===== src/hdl/ils_pkg.sv =====
// ils_pkg: operation and status codes, stream widths and the
// controller/datapath command and status structs. No dependencies.
`default_nettype none

package ils_pkg;

  localparam int FUNC_BITS   = 3;
  localparam int POS_BITS    = 6;
  localparam int VALUE_BITS  = 32;
  localparam int COUNT_BITS  = 7;
  localparam int STATUS_BITS = 2;
  localparam int TDATA_BITS  = 48;

  localparam logic [FUNC_BITS-1:0] FN_APPEND = 3'd0;
  localparam logic [FUNC_BITS-1:0] FN_REMOVE = 3'd1;
  localparam logic [FUNC_BITS-1:0] FN_INSERT = 3'd2;
  localparam logic [FUNC_BITS-1:0] FN_ERASE  = 3'd3;
  localparam logic [FUNC_BITS-1:0] FN_READ   = 3'd4;
  localparam logic [FUNC_BITS-1:0] FN_CLEAR  = 3'd5;

  localparam logic [STATUS_BITS-1:0] ST_OK    = 2'd0;
  localparam logic [STATUS_BITS-1:0] ST_FULL  = 2'd1;
  localparam logic [STATUS_BITS-1:0] ST_EMPTY = 2'd2;
  localparam logic [STATUS_BITS-1:0] ST_BAD   = 2'd3;

  typedef struct packed {
    logic load_in;
    logic set_status;
    logic wr_app;
    logic wr_pos;
    logic inc_used;
    logic dec_used;
    logic clr_used;
    logic rd_pos;
    logic rd_ins_start;
    logic rd_ers_start;
    logic shift_up;
    logic shift_dn;
    logic take_read;
    logic out_load;
  } cmd_t;

  typedef struct packed {
    logic [FUNC_BITS-1:0]   func;
    logic [STATUS_BITS-1:0] code;
    logic                   ins_tail;
    logic                   ers_tail;
    logic                   up_end;
    logic                   dn_end;
    logic                   out_busy;
  } stat_t;

endpackage

`default_nettype wire


===== src/hdl/ils_dp.sv =====
// ils_dp: list datapath - entry memory, fill count, shift pointer,
// status decode and output register. Depends on ils_pkg.
`default_nettype none

module ils_dp
  import ils_pkg::*;
#(
  parameter int CAPACITY  = 64,
  parameter int WORD_BITS = 32
) (
  input  wire logic                  clk,
  input  wire logic                  rst,
  input  wire logic [TDATA_BITS-1:0] s_tdata,
  input  wire logic                  m_tready,
  output logic                       m_tvalid,
  output logic [TDATA_BITS-1:0]      m_tdata,
  input  wire cmd_t                  cmd,
  output stat_t                      stat
);

  localparam int IDX_W = $clog2(CAPACITY);
  localparam int CNT_W = $clog2(CAPACITY + 1);
  localparam int CMP_W = (CNT_W > POS_BITS) ? CNT_W : POS_BITS;
  localparam logic [CNT_W-1:0] CAP_CNT = CNT_W'(CAPACITY);
  localparam int PAD_W = TDATA_BITS - VALUE_BITS - COUNT_BITS - STATUS_BITS;

  logic [WORD_BITS-1:0] mem [CAPACITY];

  logic [FUNC_BITS-1:0]   func;
  logic [CMP_W-1:0]       pos;
  logic [WORD_BITS-1:0]   word;
  logic [CNT_W-1:0]       used;
  logic [IDX_W-1:0]       ptr;
  logic [WORD_BITS-1:0]   rdata;
  logic [STATUS_BITS-1:0] status;
  logic [VALUE_BITS-1:0]  rv;

  logic [IDX_W-1:0]       pos_a;
  logic [CNT_W-1:0]       used_m1;
  logic [CMP_W-1:0]       used_c;
  logic                   empty;
  logic                   full;
  logic [STATUS_BITS-1:0] code;
  logic                   we;
  logic [IDX_W-1:0]       waddr;
  logic [WORD_BITS-1:0]   wdata;
  logic                   re;
  logic [IDX_W-1:0]       raddr;

  assign pos_a   = pos[IDX_W-1:0];
  assign used_m1 = used - CNT_W'(1);
  assign used_c  = CMP_W'(used);
  assign empty   = (used == '0);
  assign full    = (used == CAP_CNT);

  always_comb begin
    code = ST_OK;
    case (func)
      FN_APPEND: code = full ? ST_FULL : ST_OK;
      FN_REMOVE: code = empty ? ST_EMPTY : ST_OK;
      FN_INSERT: begin
        if (full) code = ST_FULL;
        else if (pos > used_c) code = ST_BAD;
      end
      FN_ERASE, FN_READ: begin
        if (empty) code = ST_EMPTY;
        else if (pos >= used_c) code = ST_BAD;
      end
      default: code = ST_OK;
    endcase
  end

  assign stat.func     = func;
  assign stat.code     = code;
  assign stat.ins_tail = (pos == used_c);
  assign stat.ers_tail = (pos == CMP_W'(used_m1));
  assign stat.up_end   = (ptr == pos_a);
  assign stat.dn_end   = (CNT_W'(ptr) == used_m1);
  assign stat.out_busy = m_tvalid;

  always_comb begin
    we    = 1'b0;
    waddr = pos_a;
    wdata = word;
    if (cmd.wr_app) begin
      we    = 1'b1;
      waddr = used[IDX_W-1:0];
    end else if (cmd.wr_pos) begin
      we    = 1'b1;
    end else if (cmd.shift_up) begin
      we    = 1'b1;
      waddr = ptr + IDX_W'(1);
      wdata = rdata;
    end else if (cmd.shift_dn) begin
      we    = 1'b1;
      waddr = ptr - IDX_W'(1);
      wdata = rdata;
    end
  end

  always_comb begin
    re    = 1'b0;
    raddr = pos_a;
    if (cmd.rd_pos) begin
      re    = 1'b1;
    end else if (cmd.rd_ins_start) begin
      re    = 1'b1;
      raddr = used_m1[IDX_W-1:0];
    end else if (cmd.rd_ers_start) begin
      re    = 1'b1;
      raddr = pos_a + IDX_W'(1);
    end else if (cmd.shift_up && !stat.up_end) begin
      re    = 1'b1;
      raddr = ptr - IDX_W'(1);
    end else if (cmd.shift_dn && !stat.dn_end) begin
      re    = 1'b1;
      raddr = ptr + IDX_W'(1);
    end
  end

  always_ff @(posedge clk) begin
    if (we) mem[waddr] <= wdata;
    if (re) rdata <= mem[raddr];
  end

  always_ff @(posedge clk) begin
    if (cmd.load_in) begin
      func <= s_tdata[FUNC_BITS-1:0];
      pos  <= CMP_W'(s_tdata[FUNC_BITS +: POS_BITS]);
      word <= WORD_BITS'(s_tdata[FUNC_BITS+POS_BITS +: VALUE_BITS]);
    end
    if (cmd.rd_ins_start) ptr <= used_m1[IDX_W-1:0];
    else if (cmd.rd_ers_start) ptr <= pos_a + IDX_W'(1);
    else if (cmd.shift_up) ptr <= ptr - IDX_W'(1);
    else if (cmd.shift_dn) ptr <= ptr + IDX_W'(1);
    if (cmd.set_status) begin
      status <= code;
      rv     <= '0;
    end else if (cmd.take_read) begin
      rv <= VALUE_BITS'($signed(rdata));
    end
    if (cmd.out_load) m_tdata <= {PAD_W'(0), status, COUNT_BITS'(used), rv};
  end

  always_ff @(posedge clk) begin
    if (rst) begin
      used     <= '0;
      m_tvalid <= 1'b0;
    end else begin
      if (cmd.clr_used) used <= '0;
      else if (cmd.inc_used) used <= used + CNT_W'(1);
      else if (cmd.dec_used) used <= used_m1;
      if (cmd.out_load) m_tvalid <= 1'b1;
      else if (m_tready) m_tvalid <= 1'b0;
    end
  end

endmodule

`default_nettype wire


===== src/hdl/ils_ctrl.sv =====
// ils_ctrl: sequencing state machine for the list operations and the
// entry shifts. Depends on ils_pkg.
`default_nettype none

module ils_ctrl
  import ils_pkg::*;
(
  input  wire logic  clk,
  input  wire logic  rst,
  input  wire logic  s_tvalid,
  output logic       s_tready,
  input  wire stat_t stat,
  output cmd_t       cmd
);

  typedef enum logic [6:0] {
    S_IDLE = 7'b0000001,
    S_EXEC = 7'b0000010,
    S_SHUP = 7'b0000100,
    S_PUT  = 7'b0001000,
    S_SHDN = 7'b0010000,
    S_RDW  = 7'b0100000,
    S_FIN  = 7'b1000000
  } state_t;

  state_t state;
  state_t state_next;
  logic   ok;

  assign s_tready = (state == S_IDLE);
  assign ok       = (stat.code == ST_OK);

  always_comb begin
    cmd        = '0;
    state_next = state;
    case (state)
      S_IDLE: begin
        if (s_tvalid) begin
          cmd.load_in = 1'b1;
          state_next  = S_EXEC;
        end
      end
      S_EXEC: begin
        cmd.set_status = 1'b1;
        state_next     = S_FIN;
        case (stat.func)
          FN_APPEND: begin
            cmd.wr_app   = ok;
            cmd.inc_used = ok;
          end
          FN_REMOVE: cmd.dec_used = ok;
          FN_INSERT: begin
            if (ok && stat.ins_tail) begin
              cmd.wr_pos   = 1'b1;
              cmd.inc_used = 1'b1;
            end else if (ok) begin
              cmd.rd_ins_start = 1'b1;
              state_next       = S_SHUP;
            end
          end
          FN_ERASE: begin
            if (ok && stat.ers_tail) begin
              cmd.dec_used = 1'b1;
            end else if (ok) begin
              cmd.rd_ers_start = 1'b1;
              state_next       = S_SHDN;
            end
          end
          FN_READ: begin
            if (ok) begin
              cmd.rd_pos = 1'b1;
              state_next = S_RDW;
            end
          end
          FN_CLEAR: cmd.clr_used = 1'b1;
          default: ;
        endcase
      end
      S_SHUP: begin
        cmd.shift_up = 1'b1;
        if (stat.up_end) state_next = S_PUT;
      end
      S_PUT: begin
        cmd.wr_pos   = 1'b1;
        cmd.inc_used = 1'b1;
        state_next   = S_FIN;
      end
      S_SHDN: begin
        cmd.shift_dn = 1'b1;
        if (stat.dn_end) begin
          cmd.dec_used = 1'b1;
          state_next   = S_FIN;
        end
      end
      S_RDW: begin
        cmd.take_read = 1'b1;
        state_next    = S_FIN;
      end
      S_FIN: begin
        if (!stat.out_busy) begin
          cmd.out_load = 1'b1;
          state_next   = S_IDLE;
        end
      end
      default: state_next = S_IDLE;
    endcase
  end

  always_ff @(posedge clk) begin
    if (rst) state <= S_IDLE;
    else state <= state_next;
  end

endmodule

`default_nettype wire


===== src/hdl/indexed_list_store.sv =====
// indexed_list_store: top level of the ordered word list with indexed
// insert and erase. Depends on ils_pkg, ils_ctrl and ils_dp.
//
//   channel | direction | tdata fields (low bit up)
//   s_*     | in        | func[2:0] position[8:3] value[40:9], zero pad to 48
//   m_*     | out       | read_value[31:0] count[38:32] status[40:39], pad to 48
//
// One item at a time: execute, then finish; a read adds a read-wait step,
// an insert below the tail a shift-up and a put step, an erase before the
// last entry a shift-down step, one memory entry moved per cycle through the
// single read port and write port. Reset clears the count and the output
// valid flag; the entry memory is not cleared. A result not yet taken holds
// the block in its final step before the next result is loaded; the next
// item is accepted after that load.
`default_nettype none

module indexed_list_store
  import ils_pkg::*;
#(
  parameter int CAPACITY  = 64,
  parameter int WORD_BITS = 32
) (
  input  wire logic                  clk,
  input  wire logic                  rst,
  input  wire logic                  s_tvalid,
  output logic                       s_tready,
  input  wire logic [TDATA_BITS-1:0] s_tdata,   // func, position, value
  output logic                       m_tvalid,
  input  wire logic                  m_tready,
  output logic [TDATA_BITS-1:0]      m_tdata    // read_value, count, status
);

  cmd_t  cmd;
  stat_t stat;

  ils_ctrl u_ctrl (
    .clk      (clk),
    .rst      (rst),
    .s_tvalid (s_tvalid),
    .s_tready (s_tready),
    .stat     (stat),
    .cmd      (cmd)
  );

  ils_dp #(
    .CAPACITY  (CAPACITY),
    .WORD_BITS (WORD_BITS)
  ) u_dp (
    .clk      (clk),
    .rst      (rst),
    .s_tdata  (s_tdata),
    .m_tready (m_tready),
    .m_tvalid (m_tvalid),
    .m_tdata  (m_tdata),
    .cmd      (cmd),
    .stat     (stat)
  );

endmodule

`default_nettype wire


===== config.mk =====
export PLATFORM = sky130hd
export DESIGN_NAME = indexed_list_store
export DESIGN_NICKNAME = d
export VERILOG_FILES = /design/src/hdl/ils_pkg.sv /design/src/hdl/ils_dp.sv /design/src/hdl/ils_ctrl.sv /design/src/hdl/indexed_list_store.sv
export SDC_FILE = /design/constraint.sdc
export NUM_CORES = 2
export LEC_CHECK = 0
export ABC_AREA = 1
export BUFFER_PORTS_ARGS = -buffer_cell sky130_fd_sc_hd__buf_4
export CAP_MARGIN = 10
export CORE_MARGIN = 2
export CORE_UTILIZATION = 45
export CTS_CLUSTER_SIZE = 16
export DETAILED_ROUTE_END_ITERATION = 7
export PLACE_DENSITY = 0.6
export SETUP_SLACK_MARGIN = 0.4
export SYNTH_ARGS = -nofsm -noshare
export SYNTH_HDL_FRONTEND = slang
export SYNTH_SLANG_ARGS = --single-unit

===== constraint.sdc =====
create_clock -name clk -period 10.75 [get_ports clk]
set_clock_uncertainty 0.1 [all_clocks]
set_input_delay 0.5375 -clock clk [delete_from_list [all_inputs] [get_ports clk]]
set_output_delay 0.5375 -clock clk [all_outputs]
set_load 0.05 [all_outputs]

# Word level (Yosys, flattened, before mapping)
# Memories as Yosys holds them, arrays and structs flattened. A register that Yosys moved wholly into a read port is not among the register bits.
# Index checks and enable logic that the tools add are counted.
# classes
n_addsub	5
order_cmp	2
eq_ne	21
muxes	75
reduce_logical	16
# op_table
op	count
$mux 32	4
$mux 6	13
$mux 7	11
$pmux 7 s6	1
$mux 1	32
$eq 6x7->1	3
$pmux 7 s3	1
$eq 7x7->1 const B	2
$mux 2	7
$add 6x1->6 const B	2
$pmux 2 s4	1
$add 7x1->7 const B	1
$eq 7x1->1 const B	1
$eq 7x2->1 const B	1
$eq 7x3->1 const B	1
$eq 7x4->1 const B	1
$eq 7x5->1 const B	1
$eq 7x6->1 const B	1
$ge 6x7->1	1
$gt 6x7->1	1
$logic_not 7->1	1
$sub 7x1->7 const B	1
$eq 3x2->1 const B	2
$eq 3x3->1 const B	2
other kinds (16)	27
# totals
reg_bits	137
ram_bits	2048
in_bits	52
output_inout_bits	50
wordCells	130
n_memories	1
# mem_list
name	depth	word_bits	read_ports	rd_clocked_by_memory_dff	wr	line_no	rtl
u_dp.mem	64	32	1	1	1	ils_dp.sv:27	logic [WORD_BITS-1:0] mem [CAPACITY];

# Logic depth before layout (Yosys ltp)
# logic_depth
ltp_word	13
ltp_mapped	27

# Cells and area by module
# A second synthesis with hierarchy kept.
# unflattened
cells_unflattened	8529
hier_area_um2	94351.7
# modules_own_cells
mod	n_inst	cells_per_inst	area_each_um2
ils_dp	1	8424	93709.9
ils_ctrl	1	105	641.9

# Worst setup path before layout
# No wires, ideal clock.
# synth_timing
path_kind	flip-flop to flip-flop
start	reg u_dp.used[3]
end	mem u_dp.mem[32][0] (enable)
arrival_ns	4.848
path_slack_ns	5.341
path_stages_with_launch	17
n_path_buf	2
synth_period_minus_slack_ns	5.409
cell_sequence	dfxtp_1 buf_2 inv_2 ha_1 nand2_1 nor2_1 a21oi_2 nand2_1 nand3_2 nor3_2 nand4_1 clkbuf_1 o21ai_0 inv_1 nor2_1 nand3_1 nor3_1
# synth_rtl
item	line_no	rtl
start: declaration	ils_dp.sv:32	logic [CNT_W-1:0] used;
start signal: assignment	ils_dp.sv:151	else if (cmd.inc_used) used <= used + CNT_W'(1);
start signal: assignment	ils_dp.sv:152	else if (cmd.dec_used) used <= used_m1;
end: declaration	ils_dp.sv:27	

==> flow_summary.json <==
{
  "finalSetupViolations": 0,
  "power_density_nw_per_um2": 173,
  "drive_gt1_share_pct": 7.79,
  "cts_setup_buffers": 0,
  "multi_input_area_um2": 23200,
  "num_vias": 68700,
  "area_growth_pct": 11.5,
  "postRouteAntennaNets": 0,
  "syn_inst": 9280,
  "irDropWorstVdd_uv": 192,
  "outcome": "completed",
  "dp_hpwl_mm": 143,
  "start_util_pct": 45.3,
  "setup_tns_ns": 0,
  "die-area_um2": 222000,
  "core_area_um2": 217000,
  "clk_path_buf_depth": 3,
  "drv_cap": 0,
  "start_kind": "flip-flop",
  "viasPerCell": 5.61,
  "swShare_pct": 24.4,
  "power.internal_mw": 14.3,
  "dp_cells": 11800,
  "numCtsBuffers": 228,
  "synth-seq-cells": 2217,
  "yosysWarningCount": 0,
  "worstMarginPinSlew_ns": 1.06,
  "grt_util_met1_pct": 35.1,
  "async_reset_ff_share_pct": 0,
  "fin_nets": 9254,
  "finalHoldViolations": 0,
  "final_common_cell": "edfxtp_1",
  "yosysSeqAreaShare_pct": 67.3,
  "cts_tree": "yes",
  "critPathRequiredTime_ns": 11.18,
  "met3_usage_pct": 3.92,
  "dieHeight_um": 471,
  "stdcell_count": 12200,
  "crit_arrival_ns": 6.99,
  "grt_pass1_vias": 64700,
  "seq_power_share_pct": 50.7,
  "grt-ovfl-total": 0,
  "p_sw_mw": 4.63,
  "drtIter0Drc": 8548,
  "cts.sinks": 2217,
  "clk_pin_slew_worst_paths_ns": 0.06,
  "clk_latency_ns": 0.87,
  "wl_per_cell_um": 23.2,
  "p_leak_nw": 44.0,
  "htreeDepth": 4,
  "crit_path_max_fanout": 18,
  "cts_resized": 0,
  "place.gp.congestion": 0.839,
  "maxSlewHeadroom_pct": 29.1,
  "io_pins": 102,
  "drtPass1Iterations": 7,
  "fin_crit_sh_pct": 61.0,
  "drc_errors": 0,
  "critPathCaptureType": "flip-flop",
  "period_minus_slack_ns": 6.56,
  "port_buffers": 87,
  "synth_edf_count": 2170,
  "antenna_found_initial": 10,
  "fmax_mhz": 152,
  "power_mw": 18.9,
  "min_path_type": "input port to flip-flop",
  "ys_types": 50,
  "nFillCells": 18900,
  "ff_latch_area_um2": 66100,
  "grt_setup_unrepaired": "no",
  "synth.avg_cell_area_um2": 10.6,
  "busiest_layer": "met2",
  "rows": 171,
  "p_comb_share_pct": 8.7,
  "wirelength_mm": 284,
  "grt_first_pass_wirelength_mm": 419,
  "maxSlewViolCount": 0,
  "syn_area_um2": 98200,
  "layout_common_cells": "2170 x edfxtp_1, 1774 x inv_1, 1709 x nand3_1",
  "gr-usage-all-layers_pct": 25.0,
  "p_clk_share_pct": 40.7,
  "die_w_um": 471,
  "grt_max_degree": 206,
  "grtUsageMet2_pct": 39.5,
  "ys.flop_type": "edfxtp_1",
  "crit_type": "flip-flop to flip-flop",
  "cts.root.buffer_cell": "clkbuf_16"
}
## worst paths after layout
kind	endpoint	cells past startpoint	slack [ns]	start
hold reg to reg	u_dp.m_tdata[39]$_DFFE_PP_	0	0.33	u_dp.status[0]$_DFFE_PN_
hold / removal	u_dp.word[30]$_DFFE_PP_	2	0.28	s_tdata[39]
setup / recovery	u_dp.mem[10][23]$_DFFE_PP_	16	4.19	u_dp.used[2]$_SDFFE_PP0P_
setup reg to reg	u_dp.mem[10][23]$_DFFE_PP_	16	4.19	u_dp.used[2]$_SDFFE_PP0P_
## per-layer routing
metal,vias up,routed length (um)
li1,31400,-
met1,33600,118000
met2,3173,130000
met3,502,25300
met4,4,9810
met5,-,22
## stage by stage
| stage | cell area, um2 | utilization, % | setup WS [ns] | hold slack (ns) |
|---|---|---|---|---|
| 2_1_floorplan | 98200 | - | 5.34 | 0.300 |
| 5_1_grt | 110000 | 50.5 | 3.72 | 0.260 |
| 3_5_place_dp | 102000 | 46.9 | 4.35 | 0.315 |
| 6_report | 110000 | 50.5 | 4.19 | 0.279 |
| 4_1_cts | 109000 | 50.5 | 4.33 | 0.223 |
| 3_3_place_gp | 102000 | 46.9 | 4.39 | 0.307 |
## state kept, by name, summed over array words and instances, names as in the netlist
signal / flops
u_dp.rdata: 32
u_dp.word: 32
u_dp.m_tdata: 41
u_dp.status: 2
u_dp.rv: 32
u_dp.pos: 6
u_dp.m_tvalid: 1
u_dp.ptr: 6
u_dp.func: 3
u_dp.used: 7
u_dp.mem: 2048
u_ctrl.state: 7
## kinds of logic after synthesis
family                     after synthesis  share of synthesized area (%)
xor gates and xnor gates                23                          0.205
and+or+nand+nor                       4170                           20.1
buffers and inverters                 2432                           9.80
AOI/OAI and AO/OA                      426                           2.42
other                                    1                        0.00382
DFF                                   2217                           67.3
adders and majority gates               11                          0.140
## power groups by stage
stage	combinational (mW)	clock [mW]	sequential [mW]
final	1.64	7.71	9.60
after global routing	1.77	8.14	9.59
after CTS	1.62	7.81	9.60
after detailed placement	1.60	0	9.78
after global placement	1.58	0	9.78
after floorplan	1.00	0	9.78
## synthesized netlist by cell type, types with 2 or more instances
cell type | number | area, um2
dfxtp_1 | 47 | 941
o211ai_2 | 4 | 50.1
nand4_2 | 2 | 25.0
nor3_1 | 15 | 75.1
nand3_2 | 3 | 30.0
nand2_2 | 6 | 37.5
o21ai_1 | 9 | 45.0
o211ai_1 | 61 | 458
a21oi_2 | 4 | 35.0
xor2_1 | 19 | 166
clkinv_1 | 2 | 7.51
a31oi_1 | 2 | 12.5
inv_1 | 1775 | 6660
edfxtp_1 | 2170 | 65200
ha_1 | 11 | 138
nand3_1 | 1709 | 8550
buf_4 | 18 | 135
o221ai_1 | 4 | 35.0
nor2_4 | 3 | 33.8
nor2_1 | 167 | 627
buf_1 | 50 | 188
xnor2_1 | 4 | 35.0
a21oi_1 | 20 | 100
nand4_1 | 716 | 4480
clkbuf_1 | 261 | 980
nor3_2 | 2 | 20.0
o21ai_0 | 315 | 1580
nand2_1 | 1535 | 5760
inv_2 | 21 | 78.8
buf_2 | 297 | 1490
buf_6 | 7 | 78.8
nor2_2 | 3 | 18.8
## critical path, cell delays in order, from the launching register on
cell and delay [ns]:
dfxtp_1 0.67, inv_2 0.15, ha_1 0.35, a21oi_1 0.15, nand2_1 0.06, nand2_1 0.09
nand2_1 0.11, nand2_1 0.09, nand3_2 0.13, nor3_2 0.28, nand4_1 0.49, o21ai_0 0.88
inv_1 0.13, nor2_1 0.23, nand3_1 0.73, nor2_4 1.07, buf_4 0.50
## area by class of cell
class                      count  area share (%)
sequential                  2217            60.4
multi-input combinational   4637            21.2
inverter                    1799            6.18
clock buffer                 298            5.64
tap                         2854            3.26
timing repair buffer         308            2.42
clock inverter               124           0.960
antenna                        2         0.00457
## timing repair
| action | CTS | global route |
|---|---|---|
| hold buffers | 44 | 0 |
| endpoints found under the hold margin | 49 | 0 |
| endpoints found under the setup margin | 0 | 0 |
(Power assumes the default switching activity.)
